**src/sv/bvo_pkg.sv**
```systemverilog
package bvo_pkg;

    localparam int ELEM_BITS   = 16;
    localparam int MAG_BITS    = ELEM_BITS;
    localparam int ACC_BITS    = 43;
    localparam int SQ_BITS     = 2 * MAG_BITS;
    localparam int HALF_LO     = 22;
    localparam int PP_BITS     = 2 * HALF_LO;
    localparam int PROD_BITS   = 2 * ACC_BITS;
    localparam int FRAC_SHIFT  = 30;
    localparam int ROOT_BITS   = 120;
    localparam int COEF_BITS   = 16;
    localparam int MUL_STEPS   = 8;
    localparam int MAX_ELEMENTS_DEF = 4096;

    // partial product selection within one 43 x 43 multiply
    localparam logic [1:0] PP_LL = 2'd0;
    localparam logic [1:0] PP_LH = 2'd1;
    localparam logic [1:0] PP_HL = 2'd2;
    localparam logic [1:0] PP_HH = 2'd3;

    typedef struct packed {
        logic       accum;      // take one element pair
        logic       check;      // clear product registers
        logic       mul_en;
        logic [2:0] mul_idx;
        logic       acc_en;
        logic [2:0] acc_idx;
        logic       prep;       // load root search registers
        logic       root_en;
        logic [3:0] root_bit;
        logic       emit;       // load result, clear sums
    } t_cmd;

    typedef struct packed {
        logic degen;
        logic fit;
    } t_status;

endpackage

```
**src/sv/bvo_ctrl.sv**
```systemverilog
module bvo_ctrl import bvo_pkg::*; (
    input  logic    i_clk,
    input  logic    i_rst_n,
    input  logic    i_s_tvalid,
    output logic    o_s_tready,
    input  logic    i_s_tlast,
    output logic    o_m_tvalid,
    input  logic    i_m_tready,
    input  t_status i_st,
    output t_cmd    o_cmd
);

    typedef enum logic [5:0] {
        ST_ACCUM = 6'b000001,
        ST_CHECK = 6'b000010,
        ST_MUL   = 6'b000100,
        ST_PREP  = 6'b001000,
        ST_ROOT  = 6'b010000,
        ST_EMIT  = 6'b100000
    } t_state;

    t_state     r_state, n_state;
    logic [3:0] r_cnt, n_cnt;
    logic       r_m_valid, n_m_valid;
    logic       w_emit_ok;

    assign w_emit_ok  = !r_m_valid || i_m_tready;
    assign o_s_tready = (r_state == ST_ACCUM);
    assign o_m_tvalid = r_m_valid;

    always_comb begin
        n_state   = r_state;
        n_cnt     = r_cnt;
        n_m_valid = r_m_valid && !i_m_tready;
        o_cmd     = '0;
        unique case (r_state)
            ST_ACCUM: begin
                if (i_s_tvalid) begin
                    o_cmd.accum = 1'b1;
                    if (i_s_tlast) begin
                        n_state = ST_CHECK;
                    end
                end
            end
            ST_CHECK: begin
                o_cmd.check = 1'b1;
                n_cnt       = '0;
                n_state     = i_st.degen ? ST_EMIT : ST_MUL;
            end
            ST_MUL: begin
                o_cmd.mul_en  = (r_cnt != 4'(MUL_STEPS));
                o_cmd.mul_idx = r_cnt[2:0];
                o_cmd.acc_en  = (r_cnt != 4'd0);
                o_cmd.acc_idx = 3'(r_cnt - 4'd1);
                n_cnt         = r_cnt + 4'd1;
                if (r_cnt == 4'(MUL_STEPS)) begin
                    n_state = ST_PREP;
                end
            end
            ST_PREP: begin
                o_cmd.prep = 1'b1;
                n_cnt      = 4'd15;
                n_state    = ST_ROOT;
            end
            ST_ROOT: begin
                o_cmd.root_en  = 1'b1;
                o_cmd.root_bit = r_cnt;
                n_cnt          = r_cnt - 4'd1;
                if ((i_st.fit && r_cnt == 4'd15) || r_cnt == 4'd0) begin
                    n_state = ST_EMIT;
                end
            end
            ST_EMIT: begin
                if (w_emit_ok) begin
                    o_cmd.emit = 1'b1;
                    n_m_valid  = 1'b1;
                    n_state    = ST_ACCUM;
                end
            end
            default: n_state = ST_ACCUM;
        endcase
    end

    always_ff @(posedge i_clk) begin
        if (!i_rst_n) begin
            r_state   <= ST_ACCUM;
            r_cnt     <= '0;
            r_m_valid <= 1'b0;
        end else begin
            r_state   <= n_state;
            r_cnt     <= n_cnt;
            r_m_valid <= n_m_valid;
        end
    end

endmodule

```
**config.mk**
```make
export PLATFORM = sky130hd
export DESIGN_NAME = bvo_ctrl
export DESIGN_NICKNAME = d
export VERILOG_FILES = /design/src/sv/bvo_pkg.sv /design/src/sv/bvo_ctrl.sv
export SDC_FILE = /design/constraint.sdc
export NUM_CORES = 1
export LEC_CHECK = 0
export ABC_AREA = 0
export BUFFER_PORTS_ARGS = -buffer_cell sky130_fd_sc_hd__buf_2
export CORE_MARGIN = 10
export CORE_UTILIZATION = 44
export CTS_CLUSTER_SIZE = 24
export DETAILED_ROUTE_END_ITERATION = 8
export PLACE_DENSITY_LB_ADDON = 0.15
export SYNTH_ARGS = -nofsm -noshare
export SYNTH_HDL_FRONTEND = slang
export SYNTH_SLANG_ARGS = --single-unit
```
**constraint.sdc**
```tcl
create_clock -name i_clk -period 2.6 [get_ports i_clk]
set_input_delay 0.52 -clock i_clk [delete_from_list [all_inputs] [get_ports i_clk]]
set_output_delay 0.52 -clock i_clk [all_outputs]
set_load 0.02 [all_outputs]
```
; Word level (Yosys, flattened, before mapping)
; Index checks and enable logic that the tools add are counted.
; Widths: inputs -> output; s select.
[word_totals]
regBits = 11
input_bits = 7
output_inout_bits = 19
word_cells = 47
[op_classes]
addsub = 2
n_eq_ne = 14
mux = 18
reduce_logical = 10
[ops]
columns = cell, n
row1 = $mux 6, 6
row2 = $pmux 6 s6, 1
row3 = $pmux 4 s4, 1
row4 = $eq 4x4->1 const B, 2
row5 = $mux 1, 8
row6 = $mux 8, 1
row7 = $ne 2x2->1 const B, 4
row8 = $reduce_bool 4->1, 2
row9 = $eq 6x1->1 const B, 1
row10 = $eq 6x2->1 const B, 1
row11 = $eq 6x3->1 const B, 1
row12 = $eq 6x4->1 const B, 1
row13 = $eq 6x5->1 const B, 1
row14 = $eq 6x6->1 const B, 1
row15 = $mux 5, 1
row16 = $reduce_and 5->1, 1
row17 = $add 4x1->4 const B, 1
row18 = $logic_not 4->1, 1
row19 = $ne 4x4->1 const B, 1
row20 = $sub 4x1->4 const B, 1
row21 = $logic_and 1x1->1, 2
row22 = $logic_not 1->1, 2
row23 = $logic_or 1x1->1, 2
row24 = $ne 2x1->1 const B, 1

; Logic depth before layout (Yosys ltp)
; Gate-level depths: netlist of run 1.
[logic_depth]
depth_word = 5
mapped_depth = 6
mapped_depth_nobuf = 6

; Worst setup path after synthesis of run 1
; OpenSTA, ideal clock, no wires.
[synth_path]
path_kind = register to output
startpoint = register r_state[4]
endpoint = output port o_cmd[10] (netlist name)
t_arrival_ns = 1.658
t_required_ns = 2.080
setup_slack_ns = 0.422
path_stages_with_launch = 6
path_buffers = 2
path_cell_list = dfxtp_1 > or4_4 > buf_6 > or2_1 > buf_6 > nor2_1
[synth_lines]
columns = item, line
row1 = from (decl), bvo_ctrl.sv:22  ; t_state r_state, n_state;
row2 = from (signal assigned), bvo_ctrl.sv:90  ; r_state <= n_state;
row3 = to (decl), bvo_ctrl.sv:10  ; output t_cmd o_cmd

==> results.md, run 1 <==
* Status: complete, no violations
* CP Launch Type: register
* Hold bufs inserted after CTS at 0
* WP data required at 2.08 ns
* Main synth FF type: dfxtp_1
* Worst Path Arrival at approximately 1.9 ns
* Total Wirelength at roughly 2.4 mm
* Diode count at 0
* Core area at ~1700 um2
* FF-to-FF Start: r_state[1]$_SDFFE_PN0P_
* Die area at around 4000 um2
* Net Sw Power at between 90 and 100 uW
* Synth Warn # at 0
* Worst-Margin Slew at between 0.4 and 0.5 ns
* Setup crit end kind: output port
* Share of the synthesized area in the top cell type at between 20% and 30%
* Worst Hold Class: in -> reg
* Share of cells above drive strength 1 at ~29%
* First-pass GRT wire length at a little over 4 mm
* Crit Path Class: reg -> out
* Final Cycle Share at between 90% and 100%
* Max cap viols at 0
* Hold WS at 0.508 ns
* Power Density at 355 nW/um2
* Cell taking the most area after synthesis: dfxtp_1
* Comb power frac at approximately an eighth
* CP max FO at 13
* Post-Route Setup TNS at 0 ns
* Mapped Avg Cell Area at between 8 and 9 um2
* Die height at ~63 um
* Slowest CP cell: or4_4
* #FFs+latches synth at 11
* Largest stage delay, worst path at about 0.65 ns
* RR Endpoint: r_state[3]$_SDFFE_PN0P_
* Share of synthesized registers carrying an async set or reset at 0%
* CTS Sinks at 11
* GP Congestion at slightly below 0.9
* 1st-iter DRT viols at 31
* Clock skew at approximately 0.012 ns
* Routed vias/inst at 5.79
* Latest clock arrival within the worst-skew pair at about 0.28 ns
* All-Layer GR Usage at 11.9%
* Clock share of power at between 30% and 40%
* DP Worst Slack at between 0.4 and 0.5 ns
* Net count, final at around 140
* Number of buffers added for setup after CTS at 0
* Initial antenna violation count at 0
* Final setup fails at 0
* Slew Limit Fails at 0
* # resized after CTS at 0
* Vias in the first global route at approximately 880
* Slew HR at between 60% and 70%
* Synthesis-to-finish area growth at 17.5%
* Worst Reg-to-Reg Cells at 4
* Starting density of the core at 47.2%
* Post-DP HPWL at between 1.5 and 2 mm
* Maximum VDD drop at around 310 uV
* Layout fillers at ~180
* Num rows at 15
* CTS tree: yes
* RSZ-0062 raised after global routing: false
* CTS root buffer: clkbuf_4
* Synth Instances at just over 100
* Vias after detailed routing at 875
* Crit-path cells: or4_4 -> nor3b_2 -> and2_1 -> buf_2
* Crit. Startpoint: r_state[1]$_SDFFE_PN0P_
* Leakage power at ~0.4 nW
* First-pass DRT Iterations at 4
* Sequential element share of the synthesized area at roughly a quarter
* Buffers on Ports at 25
* Internal power at roughly 250 uW
* Final worst slack at about 0.14 ns
* IO Pins at 26
* Sequential share of power at between 50% and 60%
* Post-synthesis net count at about 110
* Net Sw Frac at approximately 28%
* Number of enable flip-flop cells after synthesis at 0
* Setup crit end: o_cmd[16]
* Area contributors post-synth: dfxtp_1, nor3_1, nor2_1, buf_6, a21oi_1
* Period minus WS final at between 2 and 2.5 ns
* Final ANT Viol Nets at 0
* H-tree depth at 1
* Synthesized cell area at about 800 um2
* Final hold viol count at 0
* Grt ovf at 0
* Drc violations at 0
* F_max at ~0.4 GHz
* R2R Setup Slk at a little under 0.8 ns
* CTS Buffer Depth at 2
* CTS buffer count at 3
* Worst-path clk slew at 0.09 ns
* Pin count of the biggest net entering global routing at 14
* Cell variety after synth at 42
* Drt wl/cell at between 15 and 20 um
* Die Width at between 60 and 70 um
[registers in the layout (all words and copies together), names as in the netlist]
name,cells
r_cnt,4
r_state,6
o_m_tvalid,1
[cells in the mapped netlist (all sizes together) (2+ instances only)]
master / instances
o32ai: 2
buf: 4
o21a: 2
nor3b: 3
nor3: 12
and2: 2
a211oi: 3
and4: 2
nand2: 2
or4: 2
o31ai: 2
ha: 2
dfxtp: 11
or3: 2
nor2b: 3
nand2b: 2
nor2: 10
inv: 6
a31oi: 2
a21oi: 6
clkbuf: 3
nor4: 3
[logic make-up after synthesis]
group / share of synthesized area [%]
and+or+nand+nor: 35.7
muxes: 1.37
AOI/OAI and AO/OA: 21.9
DFF: 26.7
buffers and inverters: 9.26
adders and majority gates: 3.03
xor gates and xnor gates: 2.12
[power groups by stage]
stage	logic, mW	registers [mW]	clock network, mW
floorplan	0.0336	0.177	0
global placement	0.0426	0.178	0
detailed placement	0.0428	0.178	0
CTS	0.0431	0.174	0.123
global route	0.0475	0.174	0.126
finish	0.0433	0.174	0.126
[per-stage QoR]
step                utilization (%)  power, mW  instances  area (um2)
CTS                            55.5      0.340        151         968
detailed placement             54.0      0.221        147         942
finish                         55.5      0.344        151         968
floorplan                         -      0.211        102         825
global placement               54.0      0.220        147         942
global route                   55.5      0.348        151         968
[area by class of cell]
type	instances	area, um2	area share, %
Clock buffer	4	26.3	2.71
Sequential cell	11	220	22.7
Inverter	6	22.5	2.33
Multi-Input combinational cell	78	528	54.5
Tap cell	25	31.3	3.23
Timing Repair Buffer	27	140	14.5
[worst min path at each step]
stage / end / cells past startpoint / start
floorplan: o_m_tvalid$_SDFF_PN0_ / 2 / r_state[5]$_SDFFE_PN0P_
global placement: o_m_tvalid$_SDFF_PN0_ / 2 / o_m_tvalid$_SDFF_PN0_
detailed placement: o_m_tvalid$_SDFF_PN0_ / 2 / o_m_tvalid$_SDFF_PN0_
CTS: r_state[1]$_SDFFE_PN0P_ / 2 / i_s_tlast
global route: r_state[2]$_SDFFE_PN0P_ / 2 / i_rst_n
finish: r_state[1]$_SDFFE_PN0P_ / 2 / i_s_tlast
[cell usage in the layout, fill, tap and decap left out, types with 2 or more instances in the layout]
master,count
nor4_1,3
a31oi_1,2
ha_1,2
a211oi_1,3
o21a_1,2
nor3b_2,2
and2_1,2
o31ai_1,2
or4_4,2
or3_1,2
buf_4,2
clkbuf_4,3
and4_1,2
nor3_1,12
inv_1,6
nand2b_1,2
o32ai_1,2
dfxtp_1,11
a21oi_1,5
nor2_1,10
buf_2,25
nor2b_1,3
nand2_1,2
[critical path, delay by kind of cell, from the launching register on]
kind | cells | cell delay, ns
buffers and inverters | 1 | 0.16
DFF | 1 | 0.37
and+or+nand+nor | 3 | 1.14
[metal layers]
layer	track usage, %	routed length, um	vias up
met4	4.10	23	0
li1	-	-	425
met5	0	0	-
met2	19.0	1070	41
met1	14.9	1090	404
met3	3.36	182	5
No activity file was read; power rests on OpenSTA's default activity.
==> run 2: changes to the inputs <==
==> constraint.sdc (replaced) <==
create_clock -name i_clk -period 2.6 [get_ports i_clk]
set_input_delay 0.39 -clock i_clk [delete_from_list [all_inputs] [get_ports i_clk]]
set_output_delay 0.39 -clock i_clk [all_outputs]
set_load 0.02 [all_outputs]
==> results.md, run 2 (same netlist as run 1, synthesis figures left out) <==
* Worst Path Arrival at 1.96 ns (+0.02 ns)
* Worst Reg-to-Reg Cells at 4 (unchanged)
* Finished Layout Cells at 150 (-0.66%)
* Core area at 1750 um2 (unchanged)
* Max reg flops at 6 (unchanged)
* IO Pins at 26 (unchanged)
* First-pass GRT wire length at 3.97 mm (-1.5%)
* Crit Path Class: reg -> out
* Post-Route Setup TNS at 0 ns (unchanged)
* Period minus WS final at 2.35 ns (-0.110 ns)
* CTS tree: yes
* 1st-iter DRT viols at 28 (-9.7%)
* Post-DP HPWL at 1.86 mm (+0.35%)
* Leading cell type in the layout, fill and taps excluded: buf_2
* Net count, final at 135 (-0.74%)
* CP Launch Type: register
* # resized after CTS at 0 (unchanged)
* Worst-path clk slew at 0.07 ns (-0.02 ns)
* Status: complete, no violations
* Diode count at 0 (unchanged)
* Maximum VDD drop at 174 uV (-44%)
* Latest clock arrival within the worst-skew pair at 0.28 ns (about the same)
* Slew HR at 70.9% (+2.3 points)
* Slew Limit Fails at 0 (unchanged)
* Synthesis-to-finish area growth at 16.7%
* First-pass DRT Iterations at 4 (unchanged)
* Grt ovf at 0 (unchanged)
* Drt wl/cell at 15.9 um (+1.6%)
* Final hold viol count at 0 (unchanged)
* Die Width at 63.3 um (unchanged)
* CTS root buffer: clkbuf_4
* All-Layer GR Usage at 11.9% (+0.013 points)
* Vias in the first global route at 832 (-5.3%)
* Placed cell count at 146 (-0.68%)
* CTS buffer count at 3 (unchanged)
* RSZ-0062 raised after global routing: false
* Final Cycle Share at 90.5% (-4.2 points)
* Final ANT Viol Nets at 0 (unchanged)
* CTS Sinks at 11 (unchanged)
* Worst-Margin Slew at 0.432 ns (-0.0340 ns)
* Max cap viols at 0 (unchanged)
* Number of buffers added for setup after CTS at 0 (unchanged)
* H-tree depth at 1 (unchanged)
* GP Congestion at 0.880 (+0.27%)
* Vias after detailed routing at 876 (+0.11%)
* Final setup fails at 0 (unchanged)
* Setup crit end kind: output port
* Starting density of the core at 47.2% (unchanged)
* Initial antenna violation count at 0 (unchanged)
* Drc violations at 0 (unchanged)
* Hold Path Cell Cnt at 2 (unchanged)
* CP max FO at 8 (-5)
* Leakage power at 0.396 nW (-0.68%)
* Largest Register: r_state
* Power Density at 358 nW/um2 (+0.76%)
* CTS Buffer Depth at 2 (unchanged)
* Share of cells above drive strength 1 at 28.8% (+0.23 points)
* Clock skew at 0.00807 ns (-0.00357 ns)
* Buffers on Ports at 25 (unchanged)
* Die area at 4010 um2 (unchanged)
* Hold bufs inserted after CTS at 0 (unchanged)
* F_max at 0.425 GHz (+4.7%)
* WP data required at 2.21 ns (+0.13 ns)
* Total Wirelength at 2.39 mm (+0.89%)
* Routed vias/inst at 5.84 (+0.78%)
* Most frequent cells in the layout: buf_2, nor3_1, dfxtp_1, nor2_1, inv_1
* Pin count of the biggest net entering global routing at 14 (unchanged)
* Die height at 63.3 um (unchanged)
* Worst Hold Class: in -> reg
* Num rows at 15 (unchanged)
run 2: layer usage:
layer  up-vias  global-route usage [%]  wire (um)
met5         -                       0          0
met1       402                    14.8       1050
met4         0                    5.19         33
met2        44                    18.3       1100
met3         5                    3.89        200
li1        425                       -          -
run 2: worst max-delay path: stages, from the launching register on:
cell	delay [ns]
dfxtp_1	0.36
or4_4	0.61
or2_1	0.37
a21oi_4	0.15
buf_2	0.18
run 2: final cells by class:
type / instances / area [um2]
Tap cell: 25 / 31.3
Clock inverter: 1 / 5.00
Multi-Input combinational cell: 78 / 528
Clock buffer: 3 / 22.5
Inverter: 6 / 22.5
Fill cell: 183 / 783
Sequential cell: 11 / 220
Timing Repair Buffer: 26 / 133
run 2: stage by stage:
| step | cell area, um2 | worst slack (ns) | total power [mW] | hold slack (ns) | util [%] |
|---|---|---|---|---|---|
| after floorplan | 825 | 0.552 | 0.211 | 0.507 | - |
| after global placement | 935 | 0.593 | 0.220 | 0.501 | 53.5 |
| after detailed placement | 935 | 0.560 | 0.221 | 0.506 | 53.5 |
| after CTS | 962 | 0.254 | 0.343 | 0.378 | 55.1 |
| after global routing | 962 | 0.162 | 0.357 | 0.392 | 55.1 |
| final | 962 | 0.247 | 0.344 | 0.374 | 55.1 |
run 2: final timing paths:
kind | from | to | slack (ns)
hold / removal | i_s_tlast | r_state[1]$_SDFFE_PN0P_ | 0.37
hold reg to reg | o_m_tvalid$_SDFF_PN0_ | o_m_tvalid$_SDFF_PN0_ | 0.51
setup / recovery | r_state[4]$_SDFFE_PN0P_ | o_cmd[14] | 0.25
setup reg to reg | r_state[2]$_SDFFE_PN0P_ | r_state[3]$_SDFFE_PN0P_ | 0.78
run 2: where the power goes:
part / switching (mW) / leakage [nW] / internal [mW]
sequential: 0.00327 / 0.0889 / 0.171
combinational: 0.0259 / 0.289 / 0.0176
clock: 0.0692 / 0.0177 / 0.0572
total: 0.0984 / 0.396 / 0.246
